File: src/hdl/skvt_pkg.sv
`default_nettype none

package skvt_pkg;

  // default table depth
  localparam int unsigned CAPACITY_DEF = 16;

  // field widths
  localparam int unsigned KEY_W = 32;
  localparam int unsigned VAL_W = 32;

  // request codes
  typedef enum logic [2:0] {
    OP_INSERT = 3'd0,
    OP_UPDATE = 3'd1,
    OP_UPSERT = 3'd2,
    OP_ERASE  = 3'd3,
    OP_LOOKUP = 3'd4,
    OP_RANK   = 3'd5
  } op_t;

  // result codes
  typedef enum logic [2:0] {
    ST_OK         = 3'd0,
    ST_NOT_FOUND  = 3'd1,
    ST_PRESENT    = 3'd2,
    ST_FULL       = 3'd3,
    ST_RANK_RANGE = 3'd4
  } status_t;

  // sequencer states
  typedef enum logic [2:0] {
    S_IDLE,
    S_SCAN,
    S_EXEC,
    S_SHUP,
    S_SHDN,
    S_PUT,
    S_RANK,
    S_DONE
  } state_t;

endpackage

`default_nettype wire

File: src/hdl/skvt_ram.sv
`default_nettype none

module skvt_ram #(
  parameter int unsigned WIDTH = 64,
  parameter int unsigned DEPTH = 16,
  localparam int unsigned AW = $clog2(DEPTH)
) (
  input  wire logic             clk,
  input  wire logic             wr_en,
  input  wire logic [AW-1:0]    wr_addr,
  input  wire logic [WIDTH-1:0] wr_data,
  input  wire logic [AW-1:0]    rd_addr,
  output logic      [WIDTH-1:0] rd_data
);

  logic [WIDTH-1:0] mem_r [DEPTH];
  logic [WIDTH-1:0] rd_data_r;

  // one write port, one registered read port
  always_ff @(posedge clk) begin
    if (wr_en) begin
      mem_r[wr_addr] <= wr_data;
    end
    rd_data_r <= mem_r[rd_addr];
  end

  assign rd_data = rd_data_r;

endmodule

`default_nettype wire

File: src/hdl/sorted_key_value_table.sv
`default_nettype none

// Sorted key/value table: up to CAPACITY distinct 32-bit keys with 32-bit
// values, held in ascending key order in one RAM (key and value side by
// side, registered read). One request is worked on at a time and gives
// exactly one result beat. Key requests scan the stored entries from the
// bottom, one per cycle, until the key or a larger key turns up; insert
// and erase then move every entry above the place by one slot, one per
// cycle through the single read and write port. The result sits in an
// output register, so the next request is taken as soon as the sequencer
// is idle, even while that beat is stalled.
module sorted_key_value_table
  import skvt_pkg::*;
#(
  parameter int unsigned CAPACITY = CAPACITY_DEF
) (
  input  wire logic        clk,
  input  wire logic        rst_n,
  input  wire logic        in_valid,
  output logic             in_stall,
  input  wire logic [2:0]  in_op,
  input  wire logic [31:0] in_key,
  input  wire logic [31:0] in_value,
  input  wire logic [3:0]  in_rank,
  output logic             out_valid,
  input  wire logic        out_stall,
  output logic [2:0]       out_status,
  output logic [31:0]      out_found_key,
  output logic [31:0]      out_found_value,
  output logic [4:0]       out_entry_count
);

  localparam int unsigned IW = $clog2(CAPACITY);
  localparam int unsigned CW = $clog2(CAPACITY + 1);
  localparam int unsigned EW = KEY_W + VAL_W;

  // control state
  state_t          state_r, state_nxt;
  logic [CW-1:0]   occ_r, occ_nxt;
  logic            out_valid_r, out_valid_nxt;

  // request and working registers
  op_t             op_r, op_nxt;
  logic [KEY_W-1:0] key_r, key_nxt;
  logic [VAL_W-1:0] val_r, val_nxt;
  logic [IW-1:0]   addr_r, addr_nxt;
  logic [IW-1:0]   cmp_r, cmp_nxt;
  logic [IW-1:0]   idx_r, idx_nxt;
  logic            hit_r, hit_nxt;
  status_t         status_r, status_nxt;
  logic [KEY_W-1:0] fkey_r, fkey_nxt;
  logic [VAL_W-1:0] fval_r, fval_nxt;

  // result register
  logic [2:0]       out_status_r, out_status_nxt;
  logic [KEY_W-1:0] out_key_r, out_key_nxt;
  logic [VAL_W-1:0] out_val_r, out_val_nxt;
  logic [4:0]       out_cnt_r, out_cnt_nxt;

  // memory port
  logic            mem_we;
  logic [IW-1:0]   mem_wa;
  logic [EW-1:0]   mem_wd;
  logic [IW-1:0]   rd_addr;
  logic [EW-1:0]   rd_data;
  logic [KEY_W-1:0] rd_key;
  logic [VAL_W-1:0] rd_val;

  // helpers
  logic [CW-1:0]   occ_m1;
  logic [IW-1:0]   last_idx;
  logic [IW-1:0]   occ_lo;
  logic            full;
  logic [IW+3:0]   rank_ext;
  logic [IW+3:0]   occ_ext;
  logic            rank_ok;
  logic [CW+4:0]   cnt_ext;
  logic            out_free;
  logic            ins_path;
  op_t             in_op_t;

  skvt_ram #(
    .WIDTH (EW),
    .DEPTH (CAPACITY)
  ) u_ram (
    .clk     (clk),
    .wr_en   (mem_we),
    .wr_addr (mem_wa),
    .wr_data (mem_wd),
    .rd_addr (rd_addr),
    .rd_data (rd_data)
  );

  assign rd_key   = rd_data[EW-1:VAL_W];
  assign rd_val   = rd_data[VAL_W-1:0];
  assign occ_m1   = occ_r - CW'(1);
  assign last_idx = occ_m1[IW-1:0];
  assign occ_lo   = occ_r[IW-1:0];
  assign full     = (occ_r == CW'(CAPACITY));
  assign rank_ext = {{IW{1'b0}}, in_rank};
  assign occ_ext  = {{(IW + 4 - CW){1'b0}}, occ_r};
  assign rank_ok  = (rank_ext < occ_ext);
  assign cnt_ext  = {5'b0, occ_r};
  assign out_free = !out_valid_r || !out_stall;
  assign in_op_t  = op_t'(in_op);

  assign in_stall        = (state_r != S_IDLE);
  assign out_valid       = out_valid_r;
  assign out_status      = out_status_r;
  assign out_found_key   = out_key_r;
  assign out_found_value = out_val_r;
  assign out_entry_count = out_cnt_r;

  // sequencer: next state, memory accesses and result
  always_comb begin
    state_nxt      = state_r;
    occ_nxt        = occ_r;
    out_valid_nxt  = out_valid_r && out_stall;
    op_nxt         = op_r;
    key_nxt        = key_r;
    val_nxt        = val_r;
    addr_nxt       = addr_r;
    cmp_nxt        = cmp_r;
    idx_nxt        = idx_r;
    hit_nxt        = hit_r;
    status_nxt     = status_r;
    fkey_nxt       = fkey_r;
    fval_nxt       = fval_r;
    out_status_nxt = out_status_r;
    out_key_nxt    = out_key_r;
    out_val_nxt    = out_val_r;
    out_cnt_nxt    = out_cnt_r;
    mem_we         = 1'b0;
    mem_wa         = idx_r;
    mem_wd         = {key_r, val_r};
    rd_addr        = addr_r;
    ins_path       = 1'b0;

    unique case (state_r)
      S_IDLE: begin
        // first read goes out with the accepted beat
        rd_addr = (in_op_t == OP_RANK) ? rank_ext[IW-1:0] : '0;
        if (in_valid) begin
          op_nxt     = in_op_t;
          key_nxt    = in_key;
          val_nxt    = in_value;
          hit_nxt    = 1'b0;
          fkey_nxt   = '0;
          fval_nxt   = '0;
          status_nxt = ST_OK;
          case (in_op_t) inside
            OP_INSERT, OP_UPDATE, OP_UPSERT, OP_ERASE, OP_LOOKUP: begin
              if (occ_r == '0) begin
                idx_nxt   = '0;
                state_nxt = S_EXEC;
              end else begin
                cmp_nxt   = '0;
                addr_nxt  = (last_idx == '0) ? '0 : IW'(1);
                state_nxt = S_SCAN;
              end
            end
            OP_RANK: begin
              if (rank_ok) begin
                state_nxt = S_RANK;
              end else begin
                status_nxt = ST_RANK_RANGE;
                state_nxt  = S_DONE;
              end
            end
            default: state_nxt = S_DONE;
          endcase
        end
      end

      S_SCAN: begin
        // one entry compared per cycle, next read already in flight
        rd_addr  = addr_r;
        addr_nxt = (addr_r == last_idx) ? addr_r : addr_r + IW'(1);
        cmp_nxt  = addr_r;
        if (rd_key == key_r) begin
          hit_nxt   = 1'b1;
          idx_nxt   = cmp_r;
          if (op_r == OP_LOOKUP) begin
            fval_nxt = rd_val;
          end
          state_nxt = S_EXEC;
        end else if (rd_key > key_r) begin
          idx_nxt   = cmp_r;
          state_nxt = S_EXEC;
        end else if (cmp_r == last_idx) begin
          idx_nxt   = occ_lo;
          state_nxt = S_EXEC;
        end
      end

      S_EXEC: begin
        state_nxt = S_DONE;
        case (op_r)
          OP_LOOKUP: status_nxt = hit_r ? ST_OK : ST_NOT_FOUND;
          OP_UPDATE: begin
            if (hit_r) begin
              state_nxt = S_PUT;
            end else begin
              status_nxt = ST_NOT_FOUND;
            end
          end
          OP_UPSERT: begin
            if (hit_r) begin
              state_nxt = S_PUT;
            end else begin
              ins_path = 1'b1;
            end
          end
          OP_INSERT: begin
            if (hit_r) begin
              status_nxt = ST_PRESENT;
            end else begin
              ins_path = 1'b1;
            end
          end
          OP_ERASE: begin
            if (!hit_r) begin
              status_nxt = ST_NOT_FOUND;
            end else if (idx_r == last_idx) begin
              occ_nxt    = occ_m1;
              status_nxt = ST_OK;
            end else begin
              // move entries above the key down by one
              rd_addr   = idx_r + IW'(1);
              cmp_nxt   = idx_r + IW'(1);
              addr_nxt  = (idx_r + IW'(1) == last_idx) ? last_idx : idx_r + IW'(2);
              state_nxt = S_SHDN;
            end
          end
          default: status_nxt = ST_OK;
        endcase

        if (ins_path) begin
          if (full) begin
            status_nxt = ST_FULL;
          end else if (idx_r == occ_lo) begin
            state_nxt = S_PUT;
          end else begin
            // move entries from the top down to the slot up by one
            rd_addr   = last_idx;
            cmp_nxt   = last_idx;
            addr_nxt  = (last_idx == idx_r) ? last_idx : last_idx - IW'(1);
            state_nxt = S_SHUP;
          end
        end
      end

      S_SHUP: begin
        rd_addr  = addr_r;
        addr_nxt = (addr_r == idx_r) ? addr_r : addr_r - IW'(1);
        cmp_nxt  = addr_r;
        mem_we   = 1'b1;
        mem_wa   = cmp_r + IW'(1);
        mem_wd   = rd_data;
        if (cmp_r == idx_r) begin
          state_nxt = S_PUT;
        end
      end

      S_SHDN: begin
        rd_addr  = addr_r;
        addr_nxt = (addr_r == last_idx) ? addr_r : addr_r + IW'(1);
        cmp_nxt  = addr_r;
        mem_we   = 1'b1;
        mem_wa   = cmp_r - IW'(1);
        mem_wd   = rd_data;
        if (cmp_r == last_idx) begin
          occ_nxt    = occ_m1;
          status_nxt = ST_OK;
          state_nxt  = S_DONE;
        end
      end

      S_PUT: begin
        // new entry or new value at the slot; a miss here is an insert
        mem_we = 1'b1;
        if (!hit_r) begin
          occ_nxt = occ_r + CW'(1);
        end
        status_nxt = ST_OK;
        state_nxt  = S_DONE;
      end

      S_RANK: begin
        fkey_nxt   = rd_key;
        fval_nxt   = rd_val;
        status_nxt = ST_OK;
        state_nxt  = S_DONE;
      end

      S_DONE: begin
        if (out_free) begin
          out_valid_nxt  = 1'b1;
          out_status_nxt = status_r;
          out_key_nxt    = fkey_r;
          out_val_nxt    = fval_r;
          out_cnt_nxt    = cnt_ext[4:0];
          state_nxt      = S_IDLE;
        end
      end

      default: state_nxt = S_IDLE;
    endcase
  end

  // control registers
  always_ff @(posedge clk) begin
    if (!rst_n) begin
      state_r     <= S_IDLE;
      occ_r       <= '0;
      out_valid_r <= 1'b0;
    end else begin
      state_r     <= state_nxt;
      occ_r       <= occ_nxt;
      out_valid_r <= out_valid_nxt;
    end
  end

  // working and result registers
  always_ff @(posedge clk) begin
    op_r         <= op_nxt;
    key_r        <= key_nxt;
    val_r        <= val_nxt;
    addr_r       <= addr_nxt;
    cmp_r        <= cmp_nxt;
    idx_r        <= idx_nxt;
    hit_r        <= hit_nxt;
    status_r     <= status_nxt;
    fkey_r       <= fkey_nxt;
    fval_r       <= fval_nxt;
    out_status_r <= out_status_nxt;
    out_key_r    <= out_key_nxt;
    out_val_r    <= out_val_nxt;
    out_cnt_r    <= out_cnt_nxt;
  end

`ifndef NO_ASSERTIONS
  // count never passes the depth
  a_occ_bound: assert property (@(posedge clk) disable iff (!rst_n)
    occ_r <= CW'(CAPACITY))
    else $error("entry count above capacity");

  // count changes only when leaving a state that commits a request
  a_occ_hold: assert property (@(posedge clk) disable iff (!rst_n)
    (state_r != S_PUT && state_r != S_EXEC && state_r != S_SHDN) |=> $stable(occ_r))
    else $error("entry count changed outside a commit");

  // memory is written only while moving entries or placing one
  a_we_state: assert property (@(posedge clk) disable iff (!rst_n)
    mem_we |-> (state_r == S_SHUP || state_r == S_SHDN || state_r == S_PUT))
    else $error("memory write outside a write state");

  // a result beat only appears from the result state
  a_out_src: assert property (@(posedge clk) disable iff (!rst_n)
    $rose(out_valid_r) |-> $past(state_r == S_DONE))
    else $error("result beat without a finished request");
`endif

endmodule

`default_nettype wire

File: config.mk
export PLATFORM = sky130hd
export DESIGN_NAME = sorted_key_value_table
export DESIGN_NICKNAME = d
export VERILOG_FILES = /design/src/hdl/skvt_pkg.sv /design/src/hdl/skvt_ram.sv /design/src/hdl/sorted_key_value_table.sv
export SDC_FILE = /design/constraint.sdc
export NUM_CORES = 1
export LEC_CHECK = 0
export BUFFER_PORTS_ARGS = -buffer_cell sky130_fd_sc_hd__buf_2
export CAP_MARGIN = 10
export CORE_MARGIN = 10
export CORE_UTILIZATION = 40
export DETAILED_ROUTE_END_ITERATION = 6
export GPL_TIMING_DRIVEN = 1
export HOLD_SLACK_MARGIN = 0.08
export PLACE_DENSITY = 0.64
export SYNTH_ARGS = -nofsm -noshare
export SYNTH_HDL_FRONTEND = slang
export SYNTH_SLANG_ARGS = --single-unit
File: constraint.sdc
create_clock -name clk -period 9.3 [get_ports clk]
set_input_delay 1.86 -clock clk [delete_from_list [all_inputs] [get_ports clk]]
set_output_delay 1.86 -clock clk [all_outputs]
set_load 0.01 [all_outputs]
==> results.py <==
metrics = {
    "logic_synthesis": {
        "synthArstFlopShare_pct": 0,
        "number_of_enable_flip_flop_cells_after_synthesis": 1243,
        "post_synth_inst_count": 2933,
        "yosysWarnings": 0,
        "synth_seq_area_share_pct": 76.2,
        "post_synth_instance_area_um2": 50900,
        "synth_top_flop_cell": "edfxtp_1",
        "unique_masters_post_synth": 70,
        "flops_latches_synth": 1316,
        "synthesis.nets": 3056,
        "syn_avg_cell_area_um2": 17.3,
    },
    "finish": {
        "postLayoutCoreUtil_pct": 46.2,
        "area.growth.synth_to_final_pct": 14.5,
        "final_layout_size_suffix_gt1_share_pct": 15.4,
        "finish.cell_count_without_fillers": 4913,
        "final_net_count": 3273,
    },
    "clock_network": {
        "tritoncts": "yes",
        "clock_transition_time_at_the_flip_flop_clock_pins_of_the_worst_setup_and_hold_paths_ns": 0.06,
        "clk_path_buf_depth": 3,
        "cts.root.buffer_cell": "clkbuf_16",
        "worstSkewPairLatency_ns": 0.74,
        "tritoncts.num_buffers": 134,
        "cts.hold.buffers_added": 0,
        "cts_resized": 0,
        "post_cts_setup_repair_bufs": 0,
        "cts_max_level": 4,
        "cts.sink_count": 1316,
    },
    "critical_path": {
        "crit_path_top_delay_cell": "dfxtp_1",
        "ff2ff_path_depth": 14,
        "criticalPathCategory": "reg -> reg",
        "path_buf_inv": 3,
        "critical_path.top_delay_family": "simple AND/OR/NAND/NOR gates",
        "worst-path-max-fanout": 28,
        "cp-start-kind": "flop",
        "crit_path_max_incr_delay_ns": 0.72,
        "critical_path_at_ns": 5.72,
        "cp_cell_sequence": "nor2_1 -> nand2_1 -> inv_1 -> ha_1 -> a21o_1 -> a21oi_1 -> xor2_1 -> o22ai_1 -> nand2_1 -> o211ai_1 -> nand2b_1 -> nor2_4 -> buf_4 -> buf_4",
        "worst_setup_path_end_kind": "flop",
        "worst-r2r-setup-slack_ns": 3.94,
        "rr_startpoint": "state_r[0]$_SDFFE_PN0P_",
        "worstPathRequired_ns": 9.67,
        "r2r_path_end": "u_ram.mem_r[2][52]$_DFFE_PP_",
    },
    "global_route": {
        "antenna_found_initial": 2,
        "grt_remaining_overflow": 0,
        "first_global_vias": 26829,
        "grt_first_pass_wirelength_um": 183000,
        "grt_max_degree": 135,
        "global_route.usage.total_pct": 17.3,
    },
    "placed_design": {
        "routabilityCongestion": 0.898,
        "place.detailed.instances": 4664,
        "portBuffers": 148,
        "hpwl_um": 66500,
    },
    "routing": {
        "first_iter_violations": 2849,
        "avgViaCountPerCell": 5.54,
        "drt_drc_violations_left": 0,
        "drt_first_pass_iters": 6,
        "routed-via-count": 27231,
        "drt.antenna.violating_nets": 0,
        "routed_wl_um": 126000,
        "wl_per_cell_um": 25.6,
    },
    "sta": {
        "slew-limit-headroom_pct": 21.7,
        "timing.final.max_slew_violations": 0,
        "maxClockFrequency_mhz": 187,
        "final-setup-viol-count": 0,
        "period_needed_ns": 5.36,
        "rsz_0062_raised_after_global_routing": "no",
        "finClkSkew_ns": 0.0243,
        "finalHoldViolations": 0,
        "final.setup.tns_ns": 0,
        "worst-slew-pin-transition_ns": 1.18,
        "timing.final.crit_share_pct": 57.6,
    },
    "die": {
        "dieWidth_um": 377,
        "rows": 130,
        "floorplan.initialDensity_pct": 40.4,
        "core_area_um2": 126000,
        "die_area_um2": 142000,
        "die_h_um": 377,
        "ios": 149,
    },
    "outcome": {
        "outcome": "finished, final reports clean",
    },
    "min_path": {
        "timing.hold.worst_endpoint": "out_found_value[7]$_DFFE_PP_",
        "hold_depth": 0,
        "holdCritStartpoint": "fval_r[7]$_SDFFCE_PN0P_",
        "worst_hold_path_type": "reg -> reg",
    },
    "power": {
        "p_leak_nw": 19.6,
        "vdd_ir_drop_max_mv": 0.511,
        "power.density_cell_area_nw_per_um2": 359,
    },
    "flow_run": {
        "cap_violations": 0,
    },
}
==> through the flow <==
stage	area [um2]	total power, mW	setup WS, ns	hold WS (ns)
final	58300	20.9	3.94	0.414
after global routing	58300	21.8	3.57	0.421
after CTS	58300	21.0	3.98	0.416
after detailed placement	53900	15.7	3.89	0.405
after global placement	53900	15.6	3.94	0.402
after floorplan	50900	13.4	2.25	0.400
==> cells by family (layout without fill, tap and decap cells) <==
logic type	Yosys count	in the layout	synth area share, %
adders and majority gates	48	48	1.21
other	0	2	0
AOI/OAI and AO/OA	431	431	5.30
buffers and inverters	203	531	1.71
xor gates and xnor gates	46	46	0.915
and+or+nand+nor	340	340	3.75
DFF	1316	1316	76.2
muxes	549	549	10.9
==> area by class of cell <==
cell class                 count  area [um2]
clock buffer                 185        3710
sequential                  1316       38800
inverter                      49         184
fill                       10538       67800
multi-input combinational   1414       11500
antenna                        2        5.00
timing repair buffer         235        1430
clock inverter                62         624
tap                         1650        2060
==> flip-flops by register name (all words and copies together), names as in the netlist, 5 cells and up <==
name,flops
occ_r,5
out_entry_count,5
fkey_r,32
out_found_key,32
u_ram.mem_r,1024
fval_r,32
key_r,32
out_found_value,32
u_ram.rd_data,64
val_r,32
==> layer usage <==
layer | vias to the layer above | global-route usage (%) | share of wire (%)
met5 | - | 0 | 0.0096
met4 | 2 | 5.17 | 2.2
met3 | 192 | 2.65 | 6.5
met2 | 966 | 27.4 | 47
met1 | 13970 | 24.5 | 44
li1 | 12101 | - | -
==> Yosys cell counts, types with 29 or more instances <==
| cell type | n | area [um2] |
|---|---|---|
| a21oi_1 | 41 | 205 |
| and3_1 | 37 | 231 |
| buf_2 | 77 | 385 |
| clkbuf_1 | 72 | 270 |
| dfxtp_1 | 73 | 1460 |
| edfxtp_1 | 1243 | 37300 |
| ha_1 | 46 | 576 |
| inv_1 | 49 | 184 |
| mux2_2 | 34 | 383 |
| mux2i_1 | 515 | 5150 |
| nand2_1 | 83 | 312 |
| nor2_1 | 43 | 161 |
| nor2b_1 | 36 | 225 |
| o21ai_0 | 59 | 295 |
| o22ai_1 | 262 | 1640 |
| or4_1 | 65 | 488 |
| xnor2_1 | 29 | 254 |
==> how the worst max path moves through the flow <==
stage	from	to	slack, ns	cells past startpoint
CTS	state_r[0]$_SDFFE_PN0P_	u_ram.mem_r[15][22]$_DFFE_PP_	3.98	13
global route	state_r[0]$_SDFFE_PN0P_	u_ram.mem_r[12][55]$_DFFE_PP_	3.57	13
detailed placement	in_op[1]	u_ram.rd_data[26]$_DFF_P_	3.89	11
floorplan	state_r[0]$_SDFFE_PN0P_	u_ram.mem_r[6][0]$_DFFE_PP_	2.25	12
global placement	in_op[1]	u_ram.rd_data[26]$_DFF_P_	3.94	11
finish	state_r[0]$_SDFFE_PN0P_	u_ram.mem_r[2][52]$_DFFE_PP_	3.94	14
==> worst reg2reg max path, cell delays in order (launching register included) <==
cell      delay [ns]
dfxtp_1         0.72
nor2_1          0.17
nand2_1         0.27
inv_1           0.17
ha_1            0.31
a21o_1          0.18
a21oi_1         0.17
xor2_1          0.21
o22ai_1         0.10
nand2_1         0.09
o211ai_1        0.33
nand2b_1        0.44
nor2_4          0.62
buf_4           0.61
buf_4           0.59
==> placed cells by master, fill, tap and decap left out, drive strengths merged, types with 43 or more instances in the layout <==
cell type	count
nor2	43
dfxtp	73
buf	235
clkbuf	185
o21ai	64
edfxtp	1243
nand2	83
clkinv	46
mux2i	515
ha	46
or4	65
inv	57
o22ai	262
==> power breakdown <==
part | internal (mW) | total, mW | switching (mW)
sequential | 8.11 | 8.56 | 0.449
clock | 3.02 | 5.26 | 2.24
combinational | 2.60 | 7.08 | 4.48
total | 13.7 | 20.9 | 7.18
No activity file was read; power rests on OpenSTA's default activity.
